===== config.mk =====
export PLATFORM = sky130hd
export DESIGN_NAME = periodic_task_scheduler_table
export DESIGN_NICKNAME = d
export VERILOG_FILES = /design/src/rtl/pts_pkg.sv /design/src/rtl/pts_ctrl.sv /design/src/rtl/pts_dp.sv /design/src/rtl/periodic_task_scheduler_table.sv
export SDC_FILE = /design/constraint.sdc
export NUM_CORES = 1
export LEC_CHECK = 0
export ABC_CLOCK_PERIOD_IN_PS = 8109
export BUFFER_PORTS_ARGS = -buffer_cell sky130_fd_sc_hd__buf_4
export CORE_MARGIN = 3
export CORE_UTILIZATION = 65
export CTS_CLUSTER_DIAMETER = 100
export CTS_CLUSTER_SIZE = 20
export DETAILED_ROUTE_END_ITERATION = 10
export PLACE_DENSITY = 0.85
export SETUP_SLACK_MARGIN = 0.3
export SYNTH_ARGS = -nofsm -noshare
export SYNTH_HDL_FRONTEND = slang
export SYNTH_HIERARCHICAL = 1
export SYNTH_SLANG_ARGS = --single-unit

===== constraint.sdc =====
create_clock -name i_clk -period 8.11 [get_ports i_clk]
set_input_delay 0.4055 -clock i_clk [delete_from_list [all_inputs] [get_ports i_clk]]
set_output_delay 0.4055 -clock i_clk [all_outputs]
set_load 0.03 [all_outputs]

===== src/rtl/pts_pkg.sv =====
// ---------------------------------------------------------------------------
// pts_pkg
// shared constants, codes and control types of the task scheduler table
// ---------------------------------------------------------------------------
package pts_pkg;

    localparam int NUM_SLOTS  = 8;
    localparam int RESULT_CAP = 8;
    localparam int SLOT_W     = (NUM_SLOTS > 1) ? $clog2(NUM_SLOTS) : 1;
    localparam int CNT_W      = (RESULT_CAP > 1) ? $clog2(RESULT_CAP) : 1;

    localparam int IN_TDATA_W  = 56;
    localparam int OUT_TDATA_W = 16;

    typedef enum logic [1:0] {
        MODE_ADD  = 2'd0,
        MODE_DEL  = 2'd1,
        MODE_TICK = 2'd2,
        MODE_DISP = 2'd3
    } t_mode;

    typedef enum logic [2:0] {
        ST_DONE    = 3'd0,
        ST_FULL    = 3'd1,
        ST_EMPTY   = 3'd2,
        ST_RANGE   = 3'd3,
        ST_RUN     = 3'd4,
        ST_NOTHING = 3'd5
    } t_status;

    // controller to datapath
    typedef struct packed {
        logic load;        // capture the input word and restart the walk
        logic step;        // process the slot under the walk pointer
        logic final_push;  // write the closing result word
    } t_cmd;

    // datapath to controller
    typedef struct packed {
        logic in_del;      // incoming word is a delete, no walk needed
        logic walk_done;   // this step is the last of the walk
        logic out_free;    // output register can take a word this cycle
    } t_sts;

endpackage


===== src/rtl/pts_ctrl.sv =====
// ---------------------------------------------------------------------------
// pts_ctrl
// sequencer: accepts a word, runs the slot walk (skipped for delete), then the closing result
// ---------------------------------------------------------------------------
module pts_ctrl
    import pts_pkg::*;
(
    input  logic i_clk,
    input  logic i_rst_n,
    input  logic i_s_tvalid,
    output logic o_s_tready,
    input  t_sts i_sts,
    output t_cmd o_cmd
);

    typedef enum logic [1:0] {
        S_IDLE,
        S_WALK,
        S_FIN
    } t_state;

    t_state r_state, n_state;
    logic   r_ready, n_ready;

    always_comb begin
        n_state = r_state;
        o_cmd   = '0;
        case (r_state)
            S_IDLE: begin
                if (i_s_tvalid && r_ready) begin
                    o_cmd.load = 1'b1;
                    n_state    = i_sts.in_del ? S_FIN : S_WALK;
                end
            end
            S_WALK: begin
                if (i_sts.out_free) begin
                    o_cmd.step = 1'b1;
                    if (i_sts.walk_done) begin
                        n_state = S_FIN;
                    end
                end
            end
            S_FIN: begin
                if (i_sts.out_free) begin
                    o_cmd.final_push = 1'b1;
                    n_state          = S_IDLE;
                end
            end
            default: n_state = S_IDLE;
        endcase
        n_ready = (n_state == S_IDLE);
    end

    always_ff @(posedge i_clk) begin
        if (!i_rst_n) begin
            r_state <= S_IDLE;
            r_ready <= 1'b0;
        end else begin
            r_state <= n_state;
            r_ready <= n_ready;
        end
    end

    assign o_s_tready = r_ready;

endmodule


===== src/rtl/pts_dp.sv =====
// ---------------------------------------------------------------------------
// pts_dp
// slot table, walk pointer, held dispatch result and output register
// ---------------------------------------------------------------------------
module pts_dp
    import pts_pkg::*;
(
    input  logic                   i_clk,
    input  logic                   i_rst_n,
    input  logic [IN_TDATA_W-1:0]  i_s_tdata,
    input  logic                   i_m_tready,
    output logic                   o_m_tvalid,
    output logic [OUT_TDATA_W-1:0] o_m_tdata,
    output logic                   o_m_tlast,
    input  t_cmd                   i_cmd,
    output t_sts                   o_sts
);

    // slot table, valid marks reset, the rest is written before any read
    logic [NUM_SLOTS-1:0] r_valid;
    logic [7:0]           r_task   [NUM_SLOTS];
    logic [15:0]          r_count  [NUM_SLOTS];
    logic [15:0]          r_period [NUM_SLOTS];
    logic [7:0]           r_pend   [NUM_SLOTS];

    // captured input word
    t_mode       r_mode;
    logic [7:0]  r_id;
    logic [15:0] r_delay;
    logic [15:0] r_rper;
    logic [7:0]  r_target;

    // walk state
    logic [SLOT_W-1:0] r_ptr;
    logic [CNT_W-1:0]  r_cnt;
    logic              r_found;
    logic [2:0]        r_fidx;
    logic              r_hold_v;
    logic [2:0]        r_hold_idx;
    logic [7:0]        r_hold_id;

    // output register
    logic        r_o_valid;
    t_status     r_o_status;
    logic [2:0]  r_o_idx;
    logic [7:0]  r_o_id;
    logic        r_o_last;

    logic              s_valid_p;
    logic [7:0]        s_pend_p;
    logic [15:0]       s_count_p;
    logic [15:0]       s_period_p;
    logic [7:0]        s_task_p;
    logic [2:0]        s_idx_p;
    logic              s_add_hit;
    logic              s_disp_hit;
    logic              s_push;
    t_status           s_push_status;
    logic [2:0]        s_push_idx;
    logic [7:0]        s_push_id;
    logic              s_push_last;
    logic              s_tgt_ok;
    logic [SLOT_W-1:0] s_tgt;

    assign s_valid_p  = r_valid[r_ptr];
    assign s_pend_p   = r_pend[r_ptr];
    assign s_count_p  = r_count[r_ptr];
    assign s_period_p = r_period[r_ptr];
    assign s_task_p   = r_task[r_ptr];
    assign s_idx_p    = 3'(r_ptr);

    assign s_add_hit  = (r_mode == MODE_ADD) && !s_valid_p;
    assign s_disp_hit = (r_mode == MODE_DISP) && s_valid_p && (s_pend_p != 8'd0);

    assign s_tgt_ok = (r_target < 8'(NUM_SLOTS));
    assign s_tgt    = SLOT_W'(r_target);

    assign o_sts.in_del    = (t_mode'(i_s_tdata[1:0]) == MODE_DEL);
    assign o_sts.out_free  = !r_o_valid || i_m_tready;
    assign o_sts.walk_done = (r_ptr == SLOT_W'(NUM_SLOTS - 1)) || s_add_hit ||
                             (s_disp_hit && (r_cnt == CNT_W'(RESULT_CAP - 1)));

    // result word selection
    always_comb begin
        s_push        = 1'b0;
        s_push_status = ST_DONE;
        s_push_idx    = 3'd0;
        s_push_id     = 8'd0;
        s_push_last   = 1'b1;
        if (i_cmd.step && s_disp_hit && r_hold_v) begin
            // an earlier run is known not to be the final one
            s_push        = 1'b1;
            s_push_status = ST_RUN;
            s_push_idx    = r_hold_idx;
            s_push_id     = r_hold_id;
            s_push_last   = 1'b0;
        end else if (i_cmd.final_push) begin
            s_push = 1'b1;
            case (r_mode)
                MODE_ADD: begin
                    s_push_status = r_found ? ST_DONE : ST_FULL;
                    s_push_idx    = r_found ? r_fidx : 3'd0;
                end
                MODE_DEL: begin
                    s_push_idx = r_target[2:0];
                    if (!s_tgt_ok) begin
                        s_push_status = ST_RANGE;
                    end else if (!r_valid[s_tgt]) begin
                        s_push_status = ST_EMPTY;
                    end else begin
                        s_push_status = ST_DONE;
                    end
                end
                MODE_TICK: s_push_status = ST_DONE;
                MODE_DISP: begin
                    if (r_hold_v) begin
                        s_push_status = ST_RUN;
                        s_push_idx    = r_hold_idx;
                        s_push_id     = r_hold_id;
                    end else begin
                        s_push_status = ST_NOTHING;
                    end
                end
                default: s_push_status = ST_DONE;
            endcase
        end
    end

    // control registers
    always_ff @(posedge i_clk) begin
        if (!i_rst_n) begin
            r_valid   <= '0;
            r_o_valid <= 1'b0;
            r_hold_v  <= 1'b0;
            r_found   <= 1'b0;
            r_ptr     <= '0;
            r_cnt     <= '0;
        end else begin
            if (s_push) begin
                r_o_valid <= 1'b1;
            end else if (i_m_tready) begin
                r_o_valid <= 1'b0;
            end

            if (i_cmd.load) begin
                r_ptr    <= '0;
                r_cnt    <= '0;
                r_found  <= 1'b0;
                r_hold_v <= 1'b0;
            end else if (i_cmd.step) begin
                r_ptr <= r_ptr + 1'b1;
                if (s_add_hit) begin
                    r_valid[r_ptr] <= 1'b1;
                    r_found        <= 1'b1;
                end
                if (s_disp_hit) begin
                    r_hold_v <= 1'b1;
                    r_cnt    <= r_cnt + 1'b1;
                    // one-shot task leaves the table once it has run
                    if (s_period_p == 16'd0) begin
                        r_valid[r_ptr] <= 1'b0;
                    end
                end
            end else if (i_cmd.final_push) begin
                if (r_mode == MODE_DEL && s_tgt_ok) begin
                    r_valid[s_tgt] <= 1'b0;
                end
            end
        end
    end

    // payload registers
    always_ff @(posedge i_clk) begin
        if (i_cmd.load) begin
            r_mode   <= t_mode'(i_s_tdata[1:0]);
            r_id     <= i_s_tdata[9:2];
            r_delay  <= i_s_tdata[25:10];
            r_rper   <= i_s_tdata[41:26];
            r_target <= i_s_tdata[49:42];
        end
        if (i_cmd.step) begin
            if (s_add_hit) begin
                r_task[r_ptr]   <= r_id;
                r_count[r_ptr]  <= r_delay;
                r_period[r_ptr] <= r_rper;
                r_pend[r_ptr]   <= 8'd0;
                r_fidx          <= s_idx_p;
            end
            if (r_mode == MODE_TICK && s_valid_p) begin
                if (s_count_p == 16'd0) begin
                    if (s_pend_p != 8'hFF) begin
                        r_pend[r_ptr] <= s_pend_p + 8'd1;
                    end
                    if (s_period_p != 16'd0) begin
                        r_count[r_ptr] <= s_period_p;
                    end
                end else begin
                    r_count[r_ptr] <= s_count_p - 16'd1;
                end
            end
            if (s_disp_hit) begin
                r_pend[r_ptr] <= s_pend_p - 8'd1;
                r_hold_idx    <= s_idx_p;
                r_hold_id     <= s_task_p;
            end
        end
        if (s_push) begin
            r_o_status <= s_push_status;
            r_o_idx    <= s_push_idx;
            r_o_id     <= s_push_id;
            r_o_last   <= s_push_last;
        end
    end

    assign o_m_tvalid = r_o_valid;
    assign o_m_tdata  = {2'b00, r_o_id, r_o_idx, r_o_status};
    assign o_m_tlast  = r_o_last;

endmodule


===== src/rtl/periodic_task_scheduler_table.sv =====
// ---------------------------------------------------------------------------
// periodic_task_scheduler_table
// time-triggered task table: add, delete, tick and dispatch over slot table
//
//   channel  dir  handshake                    word contents
//   s        in   i_s_tvalid / o_s_tready      mode, task_id, first_delay,
//                                              repeat_period, slot
//   m        out  o_m_tvalid / i_m_tready      status, slot_index, run_task_id,
//                                              last on o_m_tlast
//
// add, tick and dispatch walk the table one slot per cycle through a single
// slot read port, over up to NUM_SLOTS slots, then write a closing result;
// delete skips the walk and writes only its closing result. add stops at the first free slot.
// a new word is taken once the previous one has written its closing result,
// even while that result still waits in the output register.
// the walk pauses while the output register is full and not taken.
// synchronous reset clears the valid marks and the handshake state.
// ---------------------------------------------------------------------------
module periodic_task_scheduler_table
    import pts_pkg::*;
(
    input  logic                   i_clk,
    input  logic                   i_rst_n,
    input  logic                   i_s_tvalid,
    output logic                   o_s_tready,
    // mode[1:0], task_id[9:2], first_delay[25:10], repeat_period[41:26],
    // slot[49:42], zero fill
    input  logic [IN_TDATA_W-1:0]  i_s_tdata,
    output logic                   o_m_tvalid,
    input  logic                   i_m_tready,
    // status[2:0], slot_index[5:3], run_task_id[13:6], zero fill
    output logic [OUT_TDATA_W-1:0] o_m_tdata,
    output logic                   o_m_tlast
);

    t_cmd s_cmd;
    t_sts s_sts;

    pts_ctrl u_ctrl (
        .i_clk      (i_clk),
        .i_rst_n    (i_rst_n),
        .i_s_tvalid (i_s_tvalid),
        .o_s_tready (o_s_tready),
        .i_sts      (s_sts),
        .o_cmd      (s_cmd)
    );

    pts_dp u_dp (
        .i_clk      (i_clk),
        .i_rst_n    (i_rst_n),
        .i_s_tdata  (i_s_tdata),
        .i_m_tready (i_m_tready),
        .o_m_tvalid (o_m_tvalid),
        .o_m_tdata  (o_m_tdata),
        .o_m_tlast  (o_m_tlast),
        .i_cmd      (s_cmd),
        .o_sts      (s_sts)
    );

    // one word in flight: accept is followed by a busy cycle
    a_busy_after_accept: assert property (@(posedge i_clk) disable iff (!i_rst_n)
        (i_s_tvalid && o_s_tready) |=> !o_s_tready)
        else $error("input accepted while previous word still in progress");

    // only dispatch runs produce words that are not the final one
    a_nonlast_is_run: assert property (@(posedge i_clk) disable iff (!i_rst_n)
        (o_m_tvalid && !o_m_tlast) |-> (o_m_tdata[2:0] == ST_RUN))
        else $error("non-final result word is not a run word");

    // the walk and closing step never run alongside a capture
    a_cmd_exclusive: assert property (@(posedge i_clk) disable iff (!i_rst_n)
        $onehot0({s_cmd.load, s_cmd.step, s_cmd.final_push}))
        else $error("controller issued overlapping commands");

endmodule


After elaboration in Yosys (flattened, before gate mapping)
Memories as Yosys holds them, arrays and structs flattened. A register that Yosys moved wholly into a read port is not among the register bits.
Cells that the tools add are included.
{"block": "classes", "addsub": 5, "order_cmp": 5, "n_eq_ne": 9, "muxes": 78, "bitwise_logic": 12, "n_reduce_logical": 31}
{"operator": "$mux W8", "count": 15}
{"operator": "$mux W1", "count": 36}
{"operator": "$mux W3", "count": 12}
{"operator": "$logic_not A16 Y1", "count": 2}
{"operator": "$mux W16", "count": 2}
{"operator": "$and A8 B8 Y8", "count": 2}
{"operator": "$not A8 Y8", "count": 2}
{"operator": "$reduce_bool A16 Y1", "count": 1}
{"operator": "$sub A16 B1 Y16 const B", "count": 1}
{"operator": "$mux W2", "count": 6}
{"operator": "$pmux W3 S4", "count": 1}
{"operator": "$logic_and A1 B1 Y1", "count": 11}
{"operator": "$pmux W3 S3", "count": 1}
{"operator": "$add A8 B1 Y8 const B", "count": 1}
{"operator": "$lt A3 B4 Y1 const B", "count": 2}
{"operator": "$lt A8 B4 Y1 const B", "count": 1}
{"operator": "$ne A8 B8 Y1 const B", "count": 1}
{"operator": "$or A8 B8 Y8", "count": 1}
{"operator": "$reduce_bool A8 Y1", "count": 1}
{"operator": "$sub A8 B1 Y8 const B", "count": 1}
{"operator": "$add A3 B1 Y3 const B", "count": 2}
{"operator": "$bmux W1 S3", "count": 2}
{"operator": "$demux W1 S3", "count": 2}
{"operator": "$eq A2 B1 Y1 const B", "count": 3}
{"operator": "other kinds (13)", "count": 31}
{"block": "word_totals", "ff_bits": 91, "ramBits": 384, "output_inout_bits": 19, "word_cells": 164, "mem_count": 4}
{"name": "u_dp.r_count", "depth": 8, "word_bits": 16, "rd": 1, "rd_ports_with_merged_regs": 1, "wr": 1, "line": "pts_dp.sv:22", "rtl": "logic [15:0] r_count [NUM_SLOTS];"}
{"name": "u_dp.r_period", "depth": 8, "word_bits": 16, "rd": 1, "rd_ports_with_merged_regs": 1, "wr": 1, "line": "pts_dp.sv:23", "rtl": "logic [15:0] r_period [NUM_SLOTS];"}
{"name": "u_dp.r_pend", "depth": 8, "word_bits": 8, "rd": 1, "rd_ports_with_merged_regs": 1, "wr": 1, "line": "pts_dp.sv:24", "rtl": "logic [7:0] r_pend [NUM_SLOTS];"}
{"name": "u_dp.r_task", "depth": 8, "word_bits": 8, "rd": 1, "rd_ports_with_merged_regs": 1, "wr": 1, "line": "pts_dp.sv:21", "rtl": "logic [7:0] r_task [NUM_SLOTS];"}

Logic depth before layout (Yosys ltp)
{"block": "depth", "depth_word": 13, "ltp_mapped": 15, "mapped_depth_nobuf": 11}

Cells and area by module
The synthesis kept the hierarchy.
{"module": "pts_dp", "n_inst": 1, "cells_each": 1103, "area_per_inst_um2": 19613.8, "seq_area_each_um2": 14303.7}
{"module": "pts_ctrl", "n_inst": 1, "cells_each": 17, "area_per_inst_um2": 165.2, "seq_area_each_um2": 60.1}

Worst setup path before layout
Ideal clock, no wire load.
{"block": "synth_path", "kind": "register -> register", "start": "reg (tool-made name)", "end": "mem u_dp.r_pend[3][0] (enable)", "t_arrival_ns": 3.459, "slack_ns": 4.281, "stages_incl_launch_ff": 14, "n_path_buf": 4, "cell_sequence": "dfxtp_1 > buf_6 > buf_6 > buf_4 > buf_2 > mux4_2 > mux2i_1 > inv_1 > ha_1 > nand4_1 > or4_1 > nor4b_4 > nor3_4 > nor2_1"}
{"element": "to (decl)", "line": "pts_dp.sv:24"}

==> run summary <==
The number of iterations in the first detailed-routing pass came out at 5. Walking the worst path, the cells encountered are buf_4 -> mux4_2 -> mux2i_1 -> inv_1 -> ha_1 -> nand4_1 -> or4_1 -> nor4b_4 -> nor3_4 -> nor2_1. Yosys printed 6 warnings. The origin of the worst min-delay path is i_s_tdata[0]. The final-report max-slew violation count is 0.

The post-layout minimum cycle time is about 5.3 ns. The mean instance size in the synthesized netlist is 17.7 sq um. The count of final setup violators is 0.

The die covers roughly 33000 sq um. The detailed-route DRC error count came out at 0. The number of flops mapped to enable cells by yosys is 463. The total routing usage reported by global routing is between 20% and 30%.

The placer congestion estimate is around 0.93. The summed negative setup slack over all endpoints is 0 ns. The slew at the pin with the worst max-slew slack came out at roughly 1.3 ns. The synthesized netlist cell count came out at between 1000 and 1500. The flip-flop and latch count after synthesis is around 500. The routed length per placed instance came out at 25.9 microns.

The top fanout value on the critical path came out at 26. The design draws approximately 4.4 mW. The root buffer selected by CTS is sky130_fd_sc_hd__clkbuf_16.

Post-CTS timing repair inserted 0 buffers for setup. The antenna cell count came out at 0. Max-cap violations in this run came to 0.

The effective utilization at floorplan is 66.4%. The number of nets with antenna violations after detailed routing came out at 0. The total number of clock tree sinks is about 490.

The number of global-route vias before repair is roughly 11000. The die extent in x is around 180 microns. The average vias per placed instance came out at 6.74. Clock latency on the worst-skew pair, taken at its later pin, is around 0.56 ns.

For this run, the register share of the synthesized area comes to just over 70%. The count of fill cells added during filler insertion is 1747. The maximum number of pins on one net before global-route repair came out at 57. The number of buffers added on ports is 70. The fmax is ~190 MHz. The worst-case IR drop observed on VDD is roughly 0.22 mV. The detailed router placed 11000 vias in this run. The critical path's largest stage delay came out at roughly 0.86 ns. The final clock period utilization by the worst path came out at about two thirds. Leaving out fill and tap cells, the most frequent cell in the layout is sky130_fd_sc_hd__edfxtp_1. The initialized floorplan defines between 60 and 70 standard-cell rows. For this run, the post-layout net count is ~1300.

The netlist area before placement came out at between 15000 and 20000 sq um. The fraction of registers with async set or reset after synthesis came out at 0%. Setup repair after global routing left no endpoint under its margin. STA classifies the critical path endpoint as a flip-flop. The final worst clock skew came out at around 0.018 ns.

The routed wire length came out at around 42000 microns. Data on the critical path arrives at its endpoint at about 5.5 ns. In this run the number of H-tree levels came out at 1. Cells with a size suffix above 1 make up between 15 and 20% of the layout. In the synthesized netlist the dominant register cell turns out to be sky130_fd_sc_hd__edfxtp_1.

The remaining global-route overflow came out at 0. The number of hold violations in the final report is 0. The type of the worst min-delay path is input pin to flip-flop. The flow ran to the end, and the final reports show no timing, DRC or antenna violations. The area of the core came out at around 30000 sq um. The wire length of the first global-routing pass came out at about 64000 microns. The top-level I/O count is 79.

The critical path in this run is classified as flip-flop to flip-flop. The area growth from synthesis to layout is 10.4%. In the layout the commonest cells are sky130_fd_sc_hd__edfxtp_1, sky130_fd_sc_hd__buf_4, sky130_fd_sc_hd__mux2i_1. For this design the ratio of total power to cell area is ~200 nW/um^2. The relative max-transition margin came out at ~15%.

The CTS buffer count is 28. The cell with the largest stage delay on the worst path is sky130_fd_sc_hd__dfxtp_2. The worst setup path is launched from a flip-flop. The detailed router's first-iteration violation count is 1282.

The clock-pin slew reported for the worst setup and hold paths after clock tree synthesis came out at around 0.08 ns. The maximum buffer depth of the clock tree came out at 3. The initial antenna violation count came out at 0. The HPWL after detailed placement is 25300 microns. TritonCTS built the clock tree. The required time of the critical path came out at approximately 8.3 ns. The cell leakage power came out at roughly 6.8 nW.

The die outline height is about 180 microns. The netlist uses roughly 80 different library cells.
## power breakdown
group | internal (mW) | total [mW] | switching (mW)
logic | 0.0779 | 0.179 | 0.101
registers | 2.76 | 2.79 | 0.0275
clock network | 0.678 | 1.42 | 0.743
## worst paths after layout
kind	cells after the start	end	slack [ns]
max	10	u_dp/r_pend[7][1]	2.78
min	1	u_dp/r_mode[0]	0.02
min reg2reg	2	u_dp/r_cnt[2]	0.47
max reg2reg	10	u_dp/r_pend[7][1]	2.78
## critical path: cells and delay by family (launching register included)
| family | cells | cell delay, ns |
|---|---|---|
| and+or+nand+nor | 5 | 1.91 |
| muxes | 2 | 1.11 |
| DFF | 1 | 0.86 |
| buffers and inverters | 2 | 0.75 |
| adders and majority gates | 1 | 0.28 |
## registers in the layout, summed over array words and instances, names as in the netlist, 8 cells and up, named ones only
signal          cells
u_dp/r_count      128
u_dp/r_delay       16
u_dp/r_hold_id      8
u_dp/r_id           8
u_dp/r_o_id         8
u_dp/r_pend        64
u_dp/r_period     128
u_dp/r_rper        16
u_dp/r_target       8
u_dp/r_task        64
u_dp/r_valid        8
## stage by stage
stage / cell area (sq um) / utilization, % / hold slack (ns) / cells / setup slack, ns
2_1_floorplan: 19800 / - / 0.440 / 1121 / 4.28
3_3_place_gp: 20700 / 69.4 / 0.447 / 1545 / 3.02
3_5_place_dp: 20700 / 69.4 / 0.457 / 1545 / 2.88
4_1_cts: 21800 / 73.1 / 0.0000212 / 1625 / 2.89
5_1_grt: 21800 / 73.3 / 0.000924 / 1630 / 2.60
6_report: 21800 / 73.3 / 0.0225 / 1630 / 2.78
## synth_stat cells, types with 19 or more instances
cell type / n / area (sq um)
sky130_fd_sc_hd__mux2i_1: 81 / 811
sky130_fd_sc_hd__mux4_2: 61 / 1370
sky130_fd_sc_hd__nand3_1: 23 / 115
sky130_fd_sc_hd__a22o_1: 19 / 166
sky130_fd_sc_hd__clkbuf_1: 22 / 82.6
sky130_fd_sc_hd__nand2_1: 33 / 124
sky130_fd_sc_hd__a31oi_1: 21 / 131
sky130_fd_sc_hd__edfxtp_1: 463 / 13900
sky130_fd_sc_hd__dfxtp_1: 23 / 460
sky130_fd_sc_hd__nor2_1: 45 / 169
sky130_fd_sc_hd__a22oi_1: 43 / 323
sky130_fd_sc_hd__a21oi_1: 27 / 135
## what timing repair did
action | in CTS | in global routing
setup endpoints to repair | 0 | 0
resized for setup | 0 | 0
hold buffers | 28 | 5
hold endpoints to repair | 28 | 5
## layout make-up
cell class	instances	area, sq um	share of cell area, %
well taps	390	488	2.23
multi-input cells	556	5040	23.1
inverters	17	63.8	0.292
clock buffers	51	808	3.70
flip-flops and latches	486	14400	65.8
clock inverters	1	16.3	0.0745
repair buffers	129	1050	4.81
## cells by family after synthesis
family / share of synthesized area, %
mux: 11.7
simple gates: 5.58
compound gates: 6.86
other cells: 0.0190
buf+inv: 2.20
fa+ha+maj: 0.569
xor+xnor: 0.399
flops: 72.6
## layer usage
| layer | global-route usage [%] | vias up | share of wire [%] |
|---|---|---|---|
| met2 | 42.4 | 612 | 50 |
| li1 | - | 4728 | - |
| met3 | 3.51 | 131 | 7.5 |
| met1 | 35.4 | 5512 | 39 |
| met4 | 9.98 | 0 | 4.1 |
| met5 | 0 | - | 0 |
Note: power is estimated with default switching activity, not from simulation.
